**src/design/tka_pkg.sv**
```systemverilog
// ----------------------------------------------------------------------------
// tka_pkg
// Shared widths, types and request codes of the top-k target assigner.
// ----------------------------------------------------------------------------
package tka_pkg;

    localparam int SLOTS       = 64;
    localparam int ROBOTS      = 64;
    localparam int RADIUS_BITS = 16;
    localparam int CNT_W       = $clog2(SLOTS + 1);
    localparam int ROBOT_W     = 7;
    localparam int PID_W       = 12;

    typedef logic [RADIUS_BITS-1:0] radius_t;
    typedef logic [PID_W-1:0]       pid_t;
    typedef logic [ROBOT_W-1:0]     robot_t;
    typedef logic [CNT_W-1:0]       cnt_t;

    typedef enum logic [1:0] {
        REQ_ROBOT    = 2'd0,
        REQ_PARTICLE = 2'd1,
        REQ_FINISH   = 2'd2
    } req_t;

    typedef struct packed {
        logic ins_en;
        logic shift;
    } cell_cmd_t;

endpackage

```
**src/design/tka_cell.sv**
```systemverilog
// ----------------------------------------------------------------------------
// tka_cell
// One slot of the sorted chain: a kept particle and one free robot id.
// ----------------------------------------------------------------------------
module tka_cell (
    input  logic                clk,
    input  tka_pkg::cell_cmd_t  cmd,
    input  logic                valid,
    input  tka_pkg::radius_t    new_radius,
    input  tka_pkg::pid_t       new_pid,
    input  logic                prev_ins,
    input  tka_pkg::radius_t    prev_radius,
    input  tka_pkg::pid_t       prev_pid,
    input  logic                rob_wr,
    input  tka_pkg::robot_t     new_robot,
    input  tka_pkg::radius_t    next_radius,
    input  tka_pkg::pid_t       next_pid,
    input  tka_pkg::robot_t     next_robot,
    output logic                ins,
    output tka_pkg::radius_t    radius,
    output tka_pkg::pid_t       pid,
    output tka_pkg::robot_t     robot
);
    import tka_pkg::*;

    radius_t radius_reg, radius_next;
    pid_t    pid_reg, pid_next;
    robot_t  robot_reg, robot_next;

    // The new particle belongs at or before this slot.
    assign ins = !valid || (new_radius > radius_reg);

    always_comb
    begin
        radius_next = radius_reg;
        pid_next    = pid_reg;
        robot_next  = robot_reg;
        if (cmd.shift)
        begin
            radius_next = next_radius;
            pid_next    = next_pid;
            robot_next  = next_robot;
        end
        else
        begin
            if (cmd.ins_en && ins)
            begin
                radius_next = prev_ins ? prev_radius : new_radius;
                pid_next    = prev_ins ? prev_pid : new_pid;
            end
            if (rob_wr)
            begin
                robot_next = new_robot;
            end
        end
    end

    always_ff @(posedge clk)
    begin
        radius_reg <= radius_next;
        pid_reg    <= pid_next;
        robot_reg  <= robot_next;
    end

    assign radius = radius_reg;
    assign pid    = pid_reg;
    assign robot  = robot_reg;

endmodule

```
**config.mk**
```make
export PLATFORM = sky130hd
export DESIGN_NAME = tka_cell
export DESIGN_NICKNAME = d
export VERILOG_FILES = /design/src/design/tka_pkg.sv /design/src/design/tka_cell.sv
export SDC_FILE = /design/constraint.sdc
export NUM_CORES = 1
export LEC_CHECK = 0
export ABC_AREA = 1
export BUFFER_PORTS_ARGS = -buffer_cell sky130_fd_sc_hd__buf_2
export CORE_MARGIN = 4
export CORE_UTILIZATION = 38
export CTS_CLUSTER_SIZE = 20
export DETAILED_ROUTE_END_ITERATION = 8
export PLACE_DENSITY = 0.76
export SLEW_MARGIN = 20
export SYNTH_ARGS = -nofsm -noshare
export SYNTH_HDL_FRONTEND = slang
export SYNTH_SLANG_ARGS = --single-unit
```
**constraint.sdc**
```tcl
create_clock -name clk -period 2.18 [get_ports clk]
set_clock_uncertainty 0.1 [all_clocks]
set_input_delay 0.218 -clock clk [delete_from_list [all_inputs] [get_ports clk]]
set_output_delay 0.218 -clock clk [all_outputs]
set_load 0.02 [all_outputs]
```
==> results of run 1 <==
## metal layers
| layer | track usage (%) | vias to the layer above |
|---|---|---|
| met3 | 5.95 | 14 |
| met2 | 29.8 | 94 |
| met4 | 7.58 | 0 |
| met5 | 0 | - |
| li1 | - | 1136 |
| met1 | 20.5 | 994 |
## final cells by class
type / count / area (µm²) / area share, %
repair buffers: 141 / 713 / 23.7
flip-flops and latches: 35 / 1050 / 34.9
clock inverters: 3 / 15.0 / 0.498
inverters: 22 / 82.6 / 2.74
well taps: 72 / 90.1 / 2.99
clock buffers: 5 / 68.8 / 2.28
multi-input cells: 188 / 992 / 32.9
## synth_stat cells, types with 2 or more instances
cell      instances  share of area, %
nand2_1          68                12
nand3_1           2              0.46
nand2_2           2              0.58
a21oi_1          62                14
buf_2             8               1.9
inv_2             2              0.35
inv_1            20               3.5
ha_1             16               9.3
edfxtp_1         35                49
nor2_1           32               5.6
buf_4             4               1.4
## cells by family after synthesis
group	count (synthesis)	share of synthesized area, %
fa+ha+maj	16	9.30
buf+inv	34	7.09
flops	35	48.8
simple gates	108	19.8
compound gates	64	15.0
## where the power goes
part | total (W) | switching (W) | internal, W
sequential | 0.000850 | 0.0000226 | 0.000827
clock | 0.000448 | 0.000230 | 0.000218
combinational | 0.000527 | 0.000320 | 0.000207
## worst min-delay path by stage
stage	start	endpoint	slack [ns]
6_report	new_robot[5]	robot[5]	0.1
5_1_grt	next_robot[0]	robot[0]	0.10
4_1_cts	new_robot[6]	robot[6]	0.09
3_5_place_dp	new_robot[6]	robot[6]	0.39
3_3_place_gp	new_robot[4]	robot[4]	0.38
2_1_floorplan	new_robot[0]	robot[0]	0.30
## worst reg2reg max path, cell delays in order (launching register included)
cell      delay [ns]
edfxtp_1        0.35
inv_1           0.05
ha_1            0.32
nand2_2         0.08
o21ai_0         0.23
a21oi_2         0.05
nand2_1         0.07
nand2_1         0.07
nand2_2         0.07
nand2_2         0.08
nand2_8         0.20
## through the flow
step | hold slack (ns) | area [µm²] | power, W | util, %
4_1_cts | 0.0937 | 2980 | 0.00183 | 54.0
3_5_place_dp | 0.388 | 2890 | 0.00138 | 52.5
2_1_floorplan | 0.297 | 2160 | 0.00117 | -
3_3_place_gp | 0.380 | 2890 | 0.00136 | 52.5
6_report | 0.0986 | 3010 | 0.00182 | 54.7
5_1_grt | 0.100 | 3010 | 0.00194 | 54.7
==> flow_summary.ini, run 1 <==
[run_status]
outcome = complete, no violations

[critical_path]
crit_path_cell_trace = inv_1, ha_1, a21oi_2, o21ai_0, a21oi_2, nand2_1, nand2_1, nand2_2, buf_4
cp_slowest_cell = edfxtp_1
crit_end = ins
critPathBufInv = 2
end_kind = primary output
cp.required_ns = 1.86
cp_max_fo = 2
reg2reg_setup_slack_ns = 0.21
worstPathArrival_ns = 1.71
max_stage_delay_ns = 0.39
crit_path_start_kind = flop
crit_start = radius[15]
crit_family = flip-flops
path_class = reg -> out
reg2reg_to = pid[3]
reg2reg_from = radius[15]
worstRegToRegCells = 10
worst-path-stages = 9

[global_routing]
first_global_vias = 2255
grt_usage_pct = 17.7
grt_pass1_wl_um = 10100
antenna_found_initial = 0
grt_max_degree = 37
grt-ovfl-total = 0

[synthesis]
syn_area_um2 = 2150
yosysWarnings = 0
ys_seq_area_share_pct = 48.8
async_reset_ff_share_pct = 0
syn_inst = 257
synth_edf_count = 35
yosys.cell_types.count = 17
ys_seq_elements = 35
synth_nets = 377
syn_area_per_cell_um2 = 8.38
synth_flop_cell = edfxtp_1

[sta]
final_hold_viol_count = 0
setup_slack_ns = 0.150
setup_viol = 0
max_freq_mhz = 493
tns_ns = 0
post-route-period-util_pct = 93.1
worst_slew_pin_slew_ns = 0.599
max-slew-margin-rel_pct = 60.1
maxSlewViolCount = 0
rsz0062_at_grt = yes
fin_crit_ns = 2.03

[clock_tree]
cts_root_buffer = clkbuf_8
htree_num_levels = 2
cts_made_buffers = 5
clock_path_buffers = 2
cts_resized = 0
path_clk_slew_ns = 0.07
clock-sinks = 35
clk_latency_ns = 0.28
cts_tree = built
ctsHoldBuffers = 0
postCtsSetupBuffers = 0

[drt]
wl_met2_um = 3140
drt_iter0_markers = 83
top_layer = met4
post_drt_wl_per_cell_um = 13.5
first_pass_iters = 4
via_per_inst = 4.80
dr_wl_met3_um = 549
drt-met1-wl_um = 2460
drc = 0
drtAntennaViolNets = 0
wl_um = 6290
vias = 2238

[floorplan]
die_x_um = 83.3
ios = 140
die_h_um = 83.3
core_area_um2 = 5510
dieArea_um2 = 6930
row_count = 27
start_util_pct = 39.1

[final_layout]
syn_to_final_growth_pct = 39.9
final_common_cell = buf_2
num_antenna_cells = 0
largest_register_ffs = 16
drive_gt1_share_pct = 41.1
finalNonFillerCells = 466
fillerInstances = 538
layout.nets = 513
mostFrequentLayoutCells = 138 x buf_2, 66 x nand2_1, 59 x a21oi_1

[worst_hold_path]
min_path_cells = 3
hold_path.class = in -> reg

[power]
total_leakage_power_nw = 1.55
cellPowerDensity_nw_per_um2 = 606
peakVddDrop_mv = 0.311

[place]
dp_cells = 458
io_buffers = 139
dp_slack_ns = 0.103
gp_congestion = 0.785
dpl.hpwl_um = 4800

[run]
maxCapViolations = 0
(Power assumes the default switching activity.)
==> inputs of run 2 (changes only) <==
==> constraint.sdc (replaced) <==
create_clock -name clk -period 2.18 [get_ports clk]
set_clock_uncertainty 0.1 [all_clocks]
set_input_delay 0.109 -clock clk [delete_from_list [all_inputs] [get_ports clk]]
set_output_delay 0.109 -clock clk [all_outputs]
set_load 0.02 [all_outputs]
==> flow_summary.ini, run 2 (synthesis results as in run 1) <==
[floorplan]
row_count = 27
die_h_um = 83.3
die_x_um = 83.3
dieArea_um2 = 6930
start_util_pct = 39.1
core_area_um2 = 5510
ios = 140

[critical_path]
end_kind = flop
crit_path_start_kind = flop
reg2reg_setup_slack_ns = 0.18
cp_slowest_cell = edfxtp_1
cp.required_ns = 2.08
worstRegToRegCells = 10
path_class = reg -> reg
max_stage_delay_ns = 0.39
crit_path_cell_trace = inv_1, ha_1, a21oi_1, nand2_1, a21oi_1, nand2_1, nand2_1, nand2_2, nand2_2, nand2_8
reg2reg_to = pid[2]
reg2reg_from = radius[11]
worstPathArrival_ns = 1.90
cp_common_cell = nand2_1
cp_max_fo = 14

[global_routing]
grt_pass1_wl_um = 10300
first_global_vias = 2224
grt_max_degree = 38
grt_usage_pct = 18.1
grt-ovfl-total = 0
antenna_found_initial = 0

[sta]
final_hold_viol_count = 0
rsz0062_at_grt = no
post-route-period-util_pct = 91.6
tns_ns = 0
fin_crit_ns = 2.00
worst_slew_pin_slew_ns = 0.576
setup_viol = 0
max-slew-margin-rel_pct = 61.6
maxSlewViolCount = 0
max_freq_mhz = 501

[drt]
post_drt_wl_per_cell_um = 14.0
wl_um = 6660
drc = 0
via_per_inst = 4.80
vias = 2289
first_pass_iters = 4
drtAntennaViolNets = 0
drt_iter0_markers = 89

[final_layout]
layout.nets = 524
final_common_cell = buf_2
drive_gt1_share_pct = 38.5
finalNonFillerCells = 477
syn_to_final_growth_pct = 44.0
num_antenna_cells = 0
mostFrequentLayoutCells = 138 x buf_2, 66 x nand2_1, 62 x a21oi_1
largest_register_ffs = 16

[place]
dpl.hpwl_um = 4760
dp_cells = 457
io_buffers = 139
gp_congestion = 0.773

[clock_tree]
cts_made_buffers = 5
cts_tree = built
htree_num_levels = 2
clk_latency_ns = 0.28
clock-sinks = 35
clock_path_buffers = 2
cts_root_buffer = clkbuf_8
path_clk_slew_ns = 0.08

[power]
switching_share_pct = 31.1
internal_power_w = 0.00126
power_frac_comb_pct = 29.5
cellPowerDensity_nw_per_um2 = 590
total_leakage_power_nw = 1.59
p_sw_w = 0.000569
p_clk_share_pct = 24.2
p_seq_share_pct = 46.4
peakVddDrop_mv = 0.350

[worst_hold_path]
min_path_cells = 3
hp-start = next_robot[3]
hold_path.class = in -> reg
min_to = robot[3]

[run]
maxCapViolations = 0

[run_status]
outcome = complete, no violations
run 2: cell count changes in the layout (fill, tap and decap cells not counted), sizes merged:
cell         before  now
clkbuf            5    7
dlygate4sd3       0   10
nand2            70   72
clkinv            3    2
buf             141  139
run 2: area by class of cell:
type                    count  area (µm²)
clock inverters             2        7.51
clock buffers               6        72.6
well taps                  72        90.1
flip-flops and latches     35        1050
inverters                  22        82.6
repair buffers            150         806
multi-input cells         190         991
fillers                   528        2410
run 2: what timing repair did:
action | in CTS | in global routing
hold endpoints to repair | 7 | 0
setup endpoints to repair | 0 | 31
gates resized for setup | 0 | 4
hold buffers | 10 | 0
buffers inserted | 0 | 0
run 2: per-layer routing:
metal | up-vias | share of wire, % | global-route usage [%]
met5 | - | 0 | 0
met4 | 0 | 2.0 | 7.13
met3 | 12 | 7.5 | 4.46
met2 | 93 | 51 | 33.0
met1 | 1027 | 39 | 20.0
li1 | 1157 | - | -
run 2: worst max path at each step:
stage / startpoint / slack [ns] / to / cells past startpoint
2_1_floorplan: radius[15] / 0.08 / pid[0] / 10
3_3_place_gp: radius[15] / 0.17 / pid[5] / 10
3_5_place_dp: radius[13] / 0.08 / pid[9] / 10
4_1_cts: radius[11] / 0.06 / pid[10] / 10
5_1_grt: radius[11] / 0.01 / pid[6] / 10
6_report: radius[11] / 0.18 / pid[2] / 10
run 2: power groups by stage:
stage          combinational, W  clock [W]  sequential [W]
6_report               0.000539   0.000442        0.000848
3_3_place_gp           0.000500          0        0.000860
4_1_cts                0.000529   0.000454        0.000849
2_1_floorplan          0.000211          0        0.000955
5_1_grt                0.000597   0.000480        0.000856
3_5_place_dp           0.000511          0        0.000864
run 2: critical path, delay by kind of cell (launching register included):
family	cells	cell delay, ns
simple gates	6	0.61
flops	1	0.39
compound gates	2	0.29
fa+ha+maj	1	0.25
buf+inv	1	0.07
run 2: per-stage QoR:
step / hold WS, ns / total power, W / util (%) / area, µm² / setup slack, ns
CTS: 0.00109 / 0.00183 / 55.6 / 3060 / 0.0640
global route: 0.0101 / 0.00193 / 56.3 / 3100 / 0.0116
floorplan: 0.188 / 0.00117 / - / 2160 / 0.0825
finish: 0.0101 / 0.00183 / 56.3 / 3100 / 0.182
global placement: 0.271 / 0.00136 / 52.4 / 2880 / 0.170
detailed placement: 0.277 / 0.00138 / 52.4 / 2880 / 0.0812
